### config.mk
export PLATFORM = sky130hd
export DESIGN_NAME = ptz_command_frame_decoder_flat
export DESIGN_NICKNAME = d
export VERILOG_FILES = /design/src/hdl/ptzd_pkg.sv /design/src/hdl/ptzd_rx_if.sv /design/src/hdl/ptzd_res_if.sv /design/src/hdl/ptzd_fifo.sv /design/src/hdl/ptzd_front.sv /design/src/hdl/ptzd_back.sv /design/src/hdl/ptz_command_frame_decoder.sv /design/src/flat_wrapper.sv
export SDC_FILE = /design/constraint.sdc
export NUM_CORES = 1
export LEC_CHECK = 0
export ABC_AREA = 1
export BUFFER_PORTS_ARGS = -buffer_cell sky130_fd_sc_hd__clkbuf_2
export CAP_MARGIN = 20
export CORE_MARGIN = 2
export CORE_UTILIZATION = 43
export DETAILED_ROUTE_END_ITERATION = 12
export PLACE_DENSITY = 0.56
export SLEW_MARGIN = 20
export SYNTH_ARGS = -nofsm -noshare
export SYNTH_HDL_FRONTEND = slang
export SYNTH_SLANG_ARGS = --single-unit
### constraint.sdc
create_clock -name clk -period 6.1 [get_ports clk]
set_input_delay 0.305 -clock clk [delete_from_list [all_inputs] [get_ports clk]]
set_output_delay 0.305 -clock clk [all_outputs]
set_load 0.005 [all_outputs]
### src/hdl/ptzd_pkg.sv
// Shared types and constants for the PTZ command frame decoder.
`timescale 1ns / 1ps
`default_nettype none

package ptzd_pkg;

	localparam logic [7:0] SYNC_BYTE = 8'hFF;
	localparam int FRAME_LEN = 7;
	localparam int QUEUE_DEPTH = 4;

	localparam int POS_W = 3;

	// Frame positions, counted as bytes of the current frame seen so far.
	localparam logic [POS_W-1:0] POS_IDLE = 3'd0;
	localparam logic [POS_W-1:0] POS_ADDR = 3'd1;
	localparam logic [POS_W-1:0] POS_CMD1 = 3'd2;
	localparam logic [POS_W-1:0] POS_CMD2 = 3'd3;
	localparam logic [POS_W-1:0] POS_PAN = 3'd4;
	localparam logic [POS_W-1:0] POS_TILT = 3'd5;
	localparam logic [POS_W-1:0] POS_CHECK = POS_W'(FRAME_LEN - 1);

	// Direction bits of command byte 2.
	localparam int CMD2_RIGHT_BIT = 1;
	localparam int CMD2_LEFT_BIT = 2;
	localparam int CMD2_UP_BIT = 3;
	localparam int CMD2_DOWN_BIT = 4;

	typedef enum logic [2:0] {
		EV_STOP = 3'd0,
		EV_RIGHT = 3'd1,
		EV_LEFT = 3'd2,
		EV_UP = 3'd3,
		EV_DOWN = 3'd4,
		EV_ERROR = 3'd5
	} ptzd_event_t;

	// A completed frame as handed from the front end to the back end.
	typedef struct packed {
		logic sum_ok;
		logic [7:0] sum;
		logic [7:0] cmd1;
		logic [7:0] cmd2;
		logic [7:0] pan;
		logic [7:0] tilt;
	} ptzd_frame_t;

	typedef struct packed {
		logic full;
		logic nonempty;
	} ptzd_q_stat_t;

endpackage

`default_nettype wire

### src/hdl/ptzd_rx_if.sv
// Byte input channel interface.
`timescale 1ns / 1ps
`default_nettype none

interface ptzd_rx_if;
	logic valid;
	logic ready;
	logic [7:0] rx_byte;

	modport source (output valid, output rx_byte, input ready);
	modport sink (input valid, input rx_byte, output ready);
endinterface

`default_nettype wire

### src/hdl/ptzd_res_if.sv
// Decoded event output channel interface.
`timescale 1ns / 1ps
`default_nettype none

interface ptzd_res_if;
	logic valid;
	logic ready;
	logic [2:0] event_res;
	logic [7:0] speed;
	logic [7:0] computed_sum;

	modport source (output valid, output event_res, output speed, output computed_sum,
		input ready);
	modport sink (input valid, input event_res, input speed, input computed_sum,
		output ready);
endinterface

`default_nettype wire

### src/hdl/ptzd_fifo.sv
// Small frame queue between the byte front end and the event back end.
`timescale 1ns / 1ps
`default_nettype none

module ptzd_fifo #(
	parameter int Depth = ptzd_pkg::QUEUE_DEPTH
) (
	input wire logic clk,
	input wire logic arst_n,
	input wire logic push,
	input wire ptzd_pkg::ptzd_frame_t push_frame,
	input wire logic pop,
	output ptzd_pkg::ptzd_frame_t head_frame,
	output ptzd_pkg::ptzd_q_stat_t stat
);

	localparam int PTR_W = (Depth > 1) ? $clog2(Depth) : 1;
	localparam int CNT_W = $clog2(Depth + 1);

	ptzd_pkg::ptzd_frame_t mem_q [Depth];
	logic [PTR_W-1:0] wr_ptr_q;
	logic [PTR_W-1:0] rd_ptr_q;
	logic [CNT_W-1:0] count_q;

	logic do_push;
	logic do_pop;

	assign stat.full = (count_q == CNT_W'(Depth));
	assign stat.nonempty = (count_q != '0);
	assign do_push = push && !stat.full;
	assign do_pop = pop && stat.nonempty;
	assign head_frame = mem_q[rd_ptr_q];

	always_ff @(posedge clk) begin
		if (do_push) begin
			mem_q[wr_ptr_q] <= push_frame;
		end
	end

	always_ff @(posedge clk or negedge arst_n) begin
		if (!arst_n) begin
			wr_ptr_q <= '0;
			rd_ptr_q <= '0;
			count_q <= '0;
		end else begin
			if (do_push) begin
				wr_ptr_q <= (wr_ptr_q == PTR_W'(Depth - 1)) ? '0 : wr_ptr_q + 1'b1;
			end
			if (do_pop) begin
				rd_ptr_q <= (rd_ptr_q == PTR_W'(Depth - 1)) ? '0 : rd_ptr_q + 1'b1;
			end
			if (do_push && !do_pop) begin
				count_q <= count_q + 1'b1;
			end else if (do_pop && !do_push) begin
				count_q <= count_q - 1'b1;
			end
		end
	end

endmodule

`default_nettype wire

### src/hdl/ptzd_front.sv
// Front end: tracks frame position, keeps a running checksum and queues full frames.
`timescale 1ns / 1ps
`default_nettype none

module ptzd_front (
	input wire logic clk,
	input wire logic arst_n,
	ptzd_rx_if.sink rx_ch,
	input wire ptzd_pkg::ptzd_q_stat_t q_stat,
	output logic push,
	output ptzd_pkg::ptzd_frame_t push_frame
);

	logic [ptzd_pkg::POS_W-1:0] pos_q;
	logic [7:0] sum_q;
	logic [7:0] cmd1_q;
	logic [7:0] cmd2_q;
	logic [7:0] pan_q;
	logic [7:0] tilt_q;

	logic accept;
	logic is_sync;

	// Only the checksum byte needs room in the queue.
	assign rx_ch.ready = !((pos_q == ptzd_pkg::POS_CHECK) && q_stat.full);
	assign accept = rx_ch.valid && rx_ch.ready;
	assign is_sync = (rx_ch.rx_byte == ptzd_pkg::SYNC_BYTE);
	assign push = accept && !is_sync && (pos_q == ptzd_pkg::POS_CHECK);

	always_comb begin
		push_frame.sum_ok = (sum_q == rx_ch.rx_byte);
		push_frame.sum = sum_q;
		push_frame.cmd1 = cmd1_q;
		push_frame.cmd2 = cmd2_q;
		push_frame.pan = pan_q;
		push_frame.tilt = tilt_q;
	end

	always_ff @(posedge clk or negedge arst_n) begin
		if (!arst_n) begin
			pos_q <= ptzd_pkg::POS_IDLE;
		end else if (accept) begin
			if (is_sync) begin
				pos_q <= ptzd_pkg::POS_ADDR;
			end else if (pos_q == ptzd_pkg::POS_CHECK) begin
				pos_q <= ptzd_pkg::POS_IDLE;
			end else if (pos_q != ptzd_pkg::POS_IDLE) begin
				pos_q <= pos_q + 1'b1;
			end
		end
	end

	// Frame bytes; the address only seeds the checksum.
	always_ff @(posedge clk) begin
		if (accept && !is_sync) begin
			unique case (pos_q)
				ptzd_pkg::POS_ADDR: begin
					sum_q <= rx_ch.rx_byte;
				end
				ptzd_pkg::POS_CMD1: begin
					cmd1_q <= rx_ch.rx_byte;
					sum_q <= sum_q + rx_ch.rx_byte;
				end
				ptzd_pkg::POS_CMD2: begin
					cmd2_q <= rx_ch.rx_byte;
					sum_q <= sum_q + rx_ch.rx_byte;
				end
				ptzd_pkg::POS_PAN: begin
					pan_q <= rx_ch.rx_byte;
					sum_q <= sum_q + rx_ch.rx_byte;
				end
				ptzd_pkg::POS_TILT: begin
					tilt_q <= rx_ch.rx_byte;
					sum_q <= sum_q + rx_ch.rx_byte;
				end
				default: begin
				end
			endcase
		end
	end

endmodule

`default_nettype wire

### src/hdl/ptzd_back.sv
// Back end: turns queued frames into events and holds them in the output register.
`timescale 1ns / 1ps
`default_nettype none

module ptzd_back (
	input wire logic clk,
	input wire logic arst_n,
	input wire ptzd_pkg::ptzd_q_stat_t q_stat,
	input wire ptzd_pkg::ptzd_frame_t head_frame,
	output logic pop,
	ptzd_res_if.source res_ch
);

	logic keep;
	ptzd_pkg::ptzd_event_t ev;
	logic [7:0] spd;

	logic out_valid_q;
	ptzd_pkg::ptzd_event_t ev_q;
	logic [7:0] spd_q;
	logic [7:0] sum_q;

	// A frame with a good checksum, a nonzero command and no direction bit yields nothing and is dropped.
	always_comb begin
		keep = 1'b1;
		ev = ptzd_pkg::EV_STOP;
		spd = '0;
		if (!head_frame.sum_ok) begin
			ev = ptzd_pkg::EV_ERROR;
		end else if (head_frame.cmd1 == '0 && head_frame.cmd2 == '0) begin
			ev = ptzd_pkg::EV_STOP;
		end else if (head_frame.cmd2[ptzd_pkg::CMD2_RIGHT_BIT]) begin
			ev = ptzd_pkg::EV_RIGHT;
			spd = head_frame.pan;
		end else if (head_frame.cmd2[ptzd_pkg::CMD2_LEFT_BIT]) begin
			ev = ptzd_pkg::EV_LEFT;
			spd = head_frame.pan;
		end else if (head_frame.cmd2[ptzd_pkg::CMD2_UP_BIT]) begin
			ev = ptzd_pkg::EV_UP;
			spd = head_frame.tilt;
		end else if (head_frame.cmd2[ptzd_pkg::CMD2_DOWN_BIT]) begin
			ev = ptzd_pkg::EV_DOWN;
			spd = head_frame.tilt;
		end else begin
			keep = 1'b0;
		end
	end

	assign pop = q_stat.nonempty && (!out_valid_q || res_ch.ready);

	always_ff @(posedge clk or negedge arst_n) begin
		if (!arst_n) begin
			out_valid_q <= 1'b0;
		end else if (pop) begin
			out_valid_q <= keep;
		end else if (res_ch.ready) begin
			out_valid_q <= 1'b0;
		end
	end

	always_ff @(posedge clk) begin
		if (pop) begin
			ev_q <= ev;
			spd_q <= spd;
			sum_q <= head_frame.sum;
		end
	end

	assign res_ch.valid = out_valid_q;
	assign res_ch.event_res = 3'(ev_q);
	assign res_ch.speed = spd_q;
	assign res_ch.computed_sum = sum_q;

endmodule

`default_nettype wire

### src/hdl/ptz_command_frame_decoder.sv
// Top level of the PTZ command frame decoder.
//
//   Channel  Dir  Payload                                  Handshake
//   rx_ch    in   rx_byte[7:0]                             valid/ready
//   res_ch   out  event_res[2:0], speed[7:0], computed_sum valid/ready
//
// One byte is taken every cycle unless the input stalls; the running checksum is updated as bytes arrive.
// The event for a kept frame appears after its checksum byte is taken: the frame is first
// written to the queue, then loaded into the output register once that register is free.
// The input stalls only on a checksum byte while the frame queue is full.
// Reset clears the frame position, the queue pointers and the output valid flag.
`timescale 1ns / 1ps
`default_nettype none

module ptz_command_frame_decoder #(
	parameter int QueueDepth = ptzd_pkg::QUEUE_DEPTH
) (
	input wire logic clk,
	input wire logic arst_n,
	ptzd_rx_if.sink rx_ch,
	ptzd_res_if.source res_ch
);

	logic push;
	logic pop;
	ptzd_pkg::ptzd_frame_t push_frame;
	ptzd_pkg::ptzd_frame_t head_frame;
	ptzd_pkg::ptzd_q_stat_t q_stat;

	ptzd_front u_front (
		.clk(clk),
		.arst_n(arst_n),
		.rx_ch(rx_ch),
		.q_stat(q_stat),
		.push(push),
		.push_frame(push_frame)
	);

	ptzd_fifo #(
		.Depth(QueueDepth)
	) u_fifo (
		.clk(clk),
		.arst_n(arst_n),
		.push(push),
		.push_frame(push_frame),
		.pop(pop),
		.head_frame(head_frame),
		.stat(q_stat)
	);

	ptzd_back u_back (
		.clk(clk),
		.arst_n(arst_n),
		.q_stat(q_stat),
		.head_frame(head_frame),
		.pop(pop),
		.res_ch(res_ch)
	);

	// A frame is never offered to a full queue.
	assert property (@(posedge clk) disable iff (!arst_n)
		push |-> !q_stat.full)
		else $error("frame pushed into a full queue");

	// A sync byte starts a new frame, so the next cycle cannot complete one.
	assert property (@(posedge clk) disable iff (!arst_n)
		(rx_ch.valid && rx_ch.ready && rx_ch.rx_byte == ptzd_pkg::SYNC_BYTE) |=> !push)
		else $error("frame completed right after a sync byte");

	// Stop and checksum errors carry no speed.
	assert property (@(posedge clk) disable iff (!arst_n)
		(res_ch.valid && (res_ch.event_res == 3'(ptzd_pkg::EV_STOP)
			|| res_ch.event_res == 3'(ptzd_pkg::EV_ERROR))) |-> res_ch.speed == 8'd0)
		else $error("nonzero speed on stop or error event");

	// Only defined event codes leave the block.
	assert property (@(posedge clk) disable iff (!arst_n)
		res_ch.valid |-> res_ch.event_res <= 3'(ptzd_pkg::EV_ERROR))
		else $error("undefined event code on output");

endmodule

`default_nettype wire
### src/flat_wrapper.sv
// flat-port wrapper written by rule: the top's interface ports become plain ports
module ptz_command_frame_decoder_flat 
#(
	parameter int QueueDepth = ptzd_pkg::QUEUE_DEPTH
)
  (clk, arst_n, rx_ch_valid, rx_ch_rx_byte, rx_ch_ready, res_ch_valid, res_ch_event_res, res_ch_speed, res_ch_computed_sum, res_ch_ready);
  ptzd_rx_if rx_ch_i ();
  ptzd_res_if res_ch_i ();
  input wire logic clk;
  input wire logic arst_n;
  input wire logic [$bits(rx_ch_i.valid)-1:0] rx_ch_valid;
  input wire logic [$bits(rx_ch_i.rx_byte)-1:0] rx_ch_rx_byte;
  output wire logic [$bits(rx_ch_i.ready)-1:0] rx_ch_ready;
  output wire logic [$bits(res_ch_i.valid)-1:0] res_ch_valid;
  output wire logic [$bits(res_ch_i.event_res)-1:0] res_ch_event_res;
  output wire logic [$bits(res_ch_i.speed)-1:0] res_ch_speed;
  output wire logic [$bits(res_ch_i.computed_sum)-1:0] res_ch_computed_sum;
  input wire logic [$bits(res_ch_i.ready)-1:0] res_ch_ready;
  assign rx_ch_i.valid = rx_ch_valid;
  assign rx_ch_i.rx_byte = rx_ch_rx_byte;
  assign rx_ch_ready = rx_ch_i.ready;
  assign res_ch_valid = res_ch_i.valid;
  assign res_ch_event_res = res_ch_i.event_res;
  assign res_ch_speed = res_ch_i.speed;
  assign res_ch_computed_sum = res_ch_i.computed_sum;
  assign res_ch_i.ready = res_ch_ready;
  ptz_command_frame_decoder #(.QueueDepth(QueueDepth)) u_core (.clk(clk), .arst_n(arst_n), .rx_ch(rx_ch_i), .res_ch(res_ch_i));
endmodule
Word-level counts from Yosys, hierarchy flattened
Memory sizes are Yosys's and may differ from the RTL's. Index checks and enable logic that the tools add are counted.

Equal/unequal tests: 11. Reductions and logical operators: 34. Bitwise logic cells: 1. Add/sub/neg operators: 6. Mux-type cells: 27.

Operators with widths (count): $mux 8 (4); $mux 3 (10); $logic_not 8->1 (2); $pmux 8 s2 (1); $eq 3x3->1 const B (4); $reduce_and 2->1 (6); $logic_and 1x1->1 (10); $mux 1 (10); $reduce_bool 3->1 (3); $add 8x8->8 (1); $eq 8x8->1 (1); $eq 8x8->1 const B (1); $add 3x1->3 const B (2); $eq 3x2->1 const B (2); $logic_not 1->1 (6); $reduce_bool 2->1 (3); $add 2x1->2 const B (2); $eq 2x2->1 const B (2); $mux 2 (2); $reduce_or 4->1 (1); $eq 3x1->1 const B (1); $reduce_or 3->1 (1); $sub 3x1->3 const B (1); $reduce_or 2->1 (1); 2 further kinds (2).

Output and inout port bits: 21. Memory bits (writable): 164. Memories: 1. Input port bits: 12. Register bits after elaboration: 70. Logic and storage cells: 94.

Memory list: u_core.u_fifo.mem_q (depth 4, bits a word 41, rd ports 1, clocked after Yosys merged registers in 0, write ports 1, RTL line ptzd_fifo.sv:20) `ptzd_pkg::ptzd_frame_t mem_q [Depth];`.

Depth between registers and ports, before layout
Word-level depth: 11. Mapped depth: 15. Depth with buffers taken out: 15.

Modules after synthesis
From an unflattened synthesis, not the netlist that was laid out.

Cells, all modules: 792. Area total of the unflattened synthesis: 10349.9 sq um.

Modules (own cells, without submodules): ptzd_fifo (cells each 538, seq. area each 5099.9 sq um, area each 7497.2 sq um, times used 1); ptzd_front (cells each 178, seq. area each 1276.2 sq um, area each 1990.7 sq um, times used 1); ptzd_back (cells each 76, seq. area each 595.6 sq um, area each 862.1 sq um, times used 1).

Worst setup path after synthesis
Ideal clock, no wire load.

Path kind: register -> register. Start: register u_core.u_front.pos_q[1] in the netlist's numbering. End: memory u_core.u_fifo.mem_q[0][0] in the netlist's numbering (enable). Setup time: 0.439 ns. Required time: 5.661 ns. Arrival time: 2.813 ns. Buffers on the path: 0. Path slack: 2.848 ns. Period minus slack after synthesis: 3.252 ns. Cell stages (with the launch flop): 10. Cell sequence: dfrtp_1 > nand2_1 > inv_2 > nand2_1 > inv_2 > nand3_2 > nand2_1 > nor2_1 > nand2_1 > nor2_1.

Word-level cells in the longest chain between the ends: 9.

RTL lines: start, declared (RTL line ptzd_front.sv:14) `logic [ptzd_pkg::POS_W-1:0] pos_q;`; start signal, assigned (RTL line ptzd_front.sv:41) `pos_q <= ptzd_pkg::POS_IDLE;`; start signal, assigned (RTL line ptzd_front.sv:44) `pos_q <= ptzd_pkg::POS_ADDR;`; start signal, assigned (RTL line ptzd_front.sv:46) `pos_q <= ptzd_pkg::POS_IDLE;`; $eq 3x3->1 (RTL line ptzd_front.sv:25) `assign rx_ch.ready = !((pos_q == ptzd_pkg::POS_CHECK) && q_stat.full);`; $logic_and 1x1->1 (RTL line ptzd_front.sv:25); $logic_not 1->1 (RTL line ptzd_front.sv:25); net rx_ch_ready (RTL line flat_wrapper.sv:13) `output wire logic [$bits(rx_ch_i.ready)-1:0] rx_ch_ready;`; $logic_and 1x1->1 (RTL line ptzd_front.sv:26) `assign accept = rx_ch.valid && rx_ch.ready;`; $logic_and 1x1->1 (2 in a row) (RTL line ptzd_front.sv:28) `assign push = accept && !is_sync && (pos_q == ptzd_pkg::POS_CHECK);`; $logic_and 1x1->1 (RTL line ptzd_fifo.sv:30) `assign do_push = push && !stat.full;`; $mux 1 (RTL line ptzd_fifo.sv:35) `if (do_push) begin`; $mux 1 (not written as such) (RTL line ptzd_fifo.sv:36) `mem_q[wr_ptr_q] <= push_frame;`; end, declared (RTL line ptzd_fifo.sv:20).

The timed path passes the listed nets, and every way through them passes these cells.

Worst setup path in the final report
Start: register u_core.u_front.pos_q[1] in the netlist's numbering. End: register u_core.u_fifo.count_q[2].

Word-level cells in the longest chain between the ends: 10. Elaborated cells between the ends (all ways): 12. Those cells by class: eq/ne (1); mux (1); reduce/logical (10).

RTL lines: $eq 3x3->1 (*) (RTL line ptzd_front.sv:25, ptzd_front.sv:28); $logic_and 1x1->1 (RTL line ptzd_front.sv:25); $logic_not 1->1 (RTL line ptzd_front.sv:25); $logic_and 1x1->1 (RTL line ptzd_front.sv:26); $logic_and 1x1->1 (RTL line ptzd_front.sv:28); $logic_and 1x1->1 (*) (RTL line ptzd_front.sv:28); $logic_and 1x1->1 (*) (RTL line ptzd_fifo.sv:30); net u_core.u_fifo.do_push (RTL line ptzd_fifo.sv:25) `logic do_push;`; $logic_not 1->1 (RTL line ptzd_fifo.sv:54) `end else if (do_pop && !do_push) begin`; $logic_and 1x1->1 (RTL line ptzd_fifo.sv:54); $reduce_bool 2->1 (no source line); end signal, assigned (RTL line ptzd_fifo.sv:53) `count_q <= count_q + 1'b1;`; end signal, assigned (RTL line ptzd_fifo.sv:55) `count_q <= count_q - 1'b1;`; end, declared (RTL line ptzd_fifo.sv:23) `logic [CNT_W-1:0] count_q;`.

The timed path passes the listed nets; every way through them passes the cells marked *. A chain may end at the register's enable or synchronous reset.

==> results by stage <==
Synth:
- The portion of synthesized area spent on multiplexers is 0%.
- The total standard cell area after synthesis is a little over 0.009 mm^2.
- The instance count of the mapped netlist is 663.
- Yosys printed 0 warnings.
- Summing the areas of all fa, ha and maj instances in the mapped netlist gives under 10% of the synthesized area.
- Summing the areas of all compound-gate instances in the mapped netlist gives 6.630% of the synthesized area.
- The synthesized design contains 234 register bits.
- Synthesis instantiated 38 different standard cells from the library.
- The xor/xnor share of the synthesized area is 0.3796%.
- The synthesized-area fraction occupied by and/or/nand/nor cells is 11.96%.
- Counting every net in the synthesized netlist gives roughly 700.
- The synthesized area divided by synthesized cell count is between 10 and 15 um^2.
- The combinational family with the most area after synthesis is simple AND/OR/NAND/NOR gates.
- The proportion of synthesized chip area in sequential cells is approximately three quarters.

CTS:
- The clock drives between 200 and 250 sinks.
- Buffers inserted during clock tree synthesis total 25.
- In this run the post-CTS setup repair buffer count came out at 0.
- The number of H-tree levels is 1.
- The tree is rooted in a sky130_fd_sc_hd__clkbuf_16.
- After clock tree synthesis, the clock-pin slew on the worst setup and hold paths is ~60 ps.
- The TritonCTS clock tree is yes.
- The clock reaches the later pin of the worst-skew pair after 510 ps.
- The clock tree buffer depth is 3.

Status:
- The run finished with clean final reports.

STA:
- For the finished layout, the period the worst path requires is around 2700 ps.
- The worst slew slack as a fraction of its limit is 41.49%.
- For this run, the top clock speed supported by timing is approximately 0.37 GHz.
- The final cycle utilization of the critical path is ~45%.
- The final worst clock skew is roughly 9.6 ps.
- The setup TNS is 0 ps.
- At the pin with the least slew margin, the transition time is 872.9 ps.
- The total count of hold-check failures in the final report is 0.
- The number of endpoints failing setup at the final stage is 0.
- The worst setup slack after layout is 3368 ps.
- The number of max-slew violations in the final report is 0.
- Setup repair after global routing left no endpoint under its margin.

Drt:
- In the routed design, unresolved DRC markers number 0.
- The remaining antenna violation count is 0.
- The first routing iteration left between 300 and 400 violations.
- After detailed routing, the total wire length is 18960 um.
- The average vias per placed instance is 5.215.
- For this run, the detailed router's first-pass iteration total came to 5.
- In the final routed layout, each cell accounts on average for 18.90 um.
- Summing over every cut layer, the via total after detailed routing is 5231.

Pwr:
- In this run the power density over the cells is 466.2 mW/mm^2.
- The standby leakage power is 3.796 nW.
- The worst IR drop on VDD is between 0.2 and 0.25 mV.

Die:
- Once the floorplan was initialized, standard cells occupied 43.90% of the core.
- The floorplan step set the die height to 150.5 um.
- After floorplanning, the core was divided into 53 placement rows.
- The area of the core is 0.02102 mm^2.
- The number of I/O pins is 33.
- The die is 150.5 um wide.
- The area of the die is 0.02265 mm^2.

Setup path:
- The launch point of the worst path is u_core.u_front.pos_q[1].
- For the worst setup path, the data arrival time is 3120 ps.
- The worst setup path is launched from a register.
- The worst setup path is captured at a register.
- The worst path required time is 6480 ps.
- The highest fanout seen on the critical path is 7.
- The type of the setup path with the least slack is reg2reg.
- The startpoint identified for the worst register-to-register timing path is u_core.u_front.pos_q[1].

GRT:
- Global routing consumed, over all layers together, roughly 17% of the routing resources.
- Entering global routing, the biggest net connects 67 pins.
- The initial antenna violation count is 0.
- The first global-routing pass estimated 29410 um of wire.
- The final global-route overflow total is 0.
- The number of global-route vias before repair was 5225.

Placed design:
- Prior to clock tree synthesis, the placed netlist has a worst setup slack of roughly 3400 ps.
- At the end of routability-driven placement, the weighted congestion stood at approximately 0.84.
- Detailed placement ended at an HPWL of around 11000 um.
- The number of I/O port buffers is 32.

Flow run:
- The count of maximum capacitance violations is 0.

Final layout:
- Fill cells in the final layout number 1753.
- Registers take 0.006973 mm^2.
- After the last flow step, the layout net total stands at 740.
- The post-route netlist has 16.76% of its cells at a drive strength greater than 1.
- The area of combinational cells with multiple inputs is 0.002011 mm^2.
- From synthesis to final layout, the design area changed by 13.96%.
- The antenna diode instance count is 0.

Worst hold path:
- The startpoint identified for the worst hold timing path is res_ch_ready.
- The path class of the tightest hold or removal check is in2reg.
## placed cells by master (no fill, tap or decap), drive strengths merged, types with 2 or more instances in the layout
| master | n |
|---|---|
| nor3 | 7 |
| nor4 | 2 |
| o31ai | 2 |
| inv | 44 |
| clkbuf | 66 |
| fa | 2 |
| dfrtp | 11 |
| o21ai | 58 |
| a21oi | 20 |
| bufinv | 2 |
| xor2 | 2 |
| nor2 | 88 |
| nand3b | 6 |
| buf | 9 |
| nand4 | 3 |
| ha | 14 |
| or2 | 4 |
| nand2 | 99 |
| xnor2 | 2 |
| o22ai | 25 |
| nand3 | 29 |
| clkinv | 6 |
| edfxtp | 223 |
## cell type report
class,count,share of cell area [%]
clock buffers,34,6.555
clock inverters,9,0.8922
inverters,43,1.606
multi-input cells,366,19.12
flip-flops and latches,234,66.30
well taps,275,3.271
repair buffers,42,2.260
## cell families (layout without fill, tap and decap cells)
logic type                 Yosys count  count (layout)
and+or+nand+nor                    239             239
DFF                                234             234
AOI/OAI and AO/OA                  107             107
buffers and inverters               63             128
adders and majority gates           16              16
xor gates and xnor gates             4               4
## state kept, by name, indices dropped and copies added (netlist names)
register,flops
u_core.u_fifo.mem_q,164
u_core.u_back.res_ch.computed_sum,8
u_core.u_back.res_ch.speed,8
u_core.u_front.cmd1_q,8
u_core.u_front.cmd2_q,8
u_core.u_front.pan_q,8
u_core.u_front.sum_q,8
u_core.u_front.tilt_q,8
u_core.u_back.res_ch.event_res,3
u_core.u_fifo.count_q,3
u_core.u_front.pos_q,3
u_core.u_fifo.rd_ptr_q,2
u_core.u_fifo.wr_ptr_q,2
u_core.u_back.res_ch.valid,1
## what timing repair did
item / CTS / global route
hold buffers: 1 / 0
endpoints found under the hold margin: 11 / 0
gates resized for setup: 0 / 0
## path summary, 6_finish.rpt
path	to	slack [ps]	cells past startpoint
max	u_core.u_fifo.count_q[2]	3370	15
min	u_core.u_back.res_ch.valid	60	4
max reg2reg	u_core.u_fifo.count_q[2]	3370	15
min reg2reg	u_core.u_fifo.mem_q[2][12]	500	0
max in group asynchronous	u_core.u_fifo.rd_ptr_q[0]	5650	2
min in group asynchronous	u_core.u_back.res_ch.valid	200	2
## stage by stage
step | cell area [um^2] | hold slack [ps] | total power, mW | utilization (%) | instances
floorplan | 9229 | 9.409 | 3.088 | - | 663
global route | 10520 | 87.30 | 5.190 | 50.03 | 1003
detailed placement | 9724 | 203.5 | 3.513 | 46.26 | 959
CTS | 10520 | 45.05 | 4.953 | 50.03 | 1003
finish | 10520 | 55.88 | 4.903 | 50.03 | 1003
global placement | 9724 | 199.3 | 3.487 | 46.26 | 959
## worst max-delay path: stages, from the launching register on
cell and delay, ps:
sky130_fd_sc_hd__dfrtp_1 460, sky130_fd_sc_hd__nand2_1 140, sky130_fd_sc_hd__inv_2 60, sky130_fd_sc_hd__nand2_1 70, sky130_fd_sc_hd__inv_2 50, sky130_fd_sc_hd__nand3_2 60, sky130_fd_sc_hd__nand2_1 90, sky130_fd_sc_hd__nor2_1 170
sky130_fd_sc_hd__nand2_1 280, sky130_fd_sc_hd__inv_2 180, sky130_fd_sc_hd__ha_1 150, sky130_fd_sc_hd__inv_1 70, sky130_fd_sc_hd__fa_1 430, sky130_fd_sc_hd__a21oi_1 140, sky130_fd_sc_hd__o21ai_0 120, sky130_fd_sc_hd__xor2_1 150
## synth_stat cells
library cell	number	share of area (%)
sky130_fd_sc_hd__buf_2	7	0.38
sky130_fd_sc_hd__nand2_8	1	0.22
sky130_fd_sc_hd__nand3_1	25	1.4
sky130_fd_sc_hd__buf_6	4	0.49
sky130_fd_sc_hd__clkbuf_2	1	0.054
sky130_fd_sc_hd__nor2_1	87	3.5
sky130_fd_sc_hd__o22ai_1	24	1.6
sky130_fd_sc_hd__nand3_2	4	0.43
sky130_fd_sc_hd__xor2_1	2	0.19
sky130_fd_sc_hd__edfxtp_1	223	73
sky130_fd_sc_hd__a21o_1	1	0.081
sky130_fd_sc_hd__a31oi_1	1	0.068
sky130_fd_sc_hd__xnor2_1	2	0.19
sky130_fd_sc_hd__fa_1	2	0.43
sky130_fd_sc_hd__a21oi_1	12	0.65
sky130_fd_sc_hd__ha_1	14	1.9
sky130_fd_sc_hd__o22ai_2	1	0.14
sky130_fd_sc_hd__and3_1	1	0.068
sky130_fd_sc_hd__o21ai_1	4	0.22
sky130_fd_sc_hd__nor3_1	4	0.22
sky130_fd_sc_hd__dfrtp_1	11	3.0
sky130_fd_sc_hd__or2_2	4	0.27
sky130_fd_sc_hd__nor3_2	3	0.33
sky130_fd_sc_hd__inv_8	1	0.12
sky130_fd_sc_hd__o31ai_1	2	0.16
sky130_fd_sc_hd__nor2_4	1	0.12
sky130_fd_sc_hd__inv_2	7	0.28
sky130_fd_sc_hd__nand2_4	6	0.73
sky130_fd_sc_hd__nand3b_1	6	0.49
sky130_fd_sc_hd__o21ai_0	54	2.9
sky130_fd_sc_hd__nor4_1	2	0.14
sky130_fd_sc_hd__a21oi_2	8	0.76
sky130_fd_sc_hd__clkbuf_1	6	0.24
sky130_fd_sc_hd__nand4_1	3	0.20
sky130_fd_sc_hd__buf_4	2	0.16
sky130_fd_sc_hd__nand2_1	88	3.6
sky130_fd_sc_hd__nand2_2	4	0.27
sky130_fd_sc_hd__inv_1	35	1.4
## metal layers
layer  track usage (%)  wire [um]  up-vias  part of all wire [%]
met3             3.242       1000       34                   5.3
met5                 0          0        -                     0
met2             28.66       9117      134                    48
met4             4.151        409        0                   2.2
met1             24.05       8429     2582                    44
li1                  -          -     2481                     -
## report_power, final
part / switching [mW] / internal (mW) / total (mW)
registers: 0.119 / 2.04 / 2.16
logic: 0.899 / 0.408 / 1.31
clock network: 0.566 / 0.869 / 1.44
total: 1.58 / 3.32 / 4.90
(Power assumes the default switching activity.)
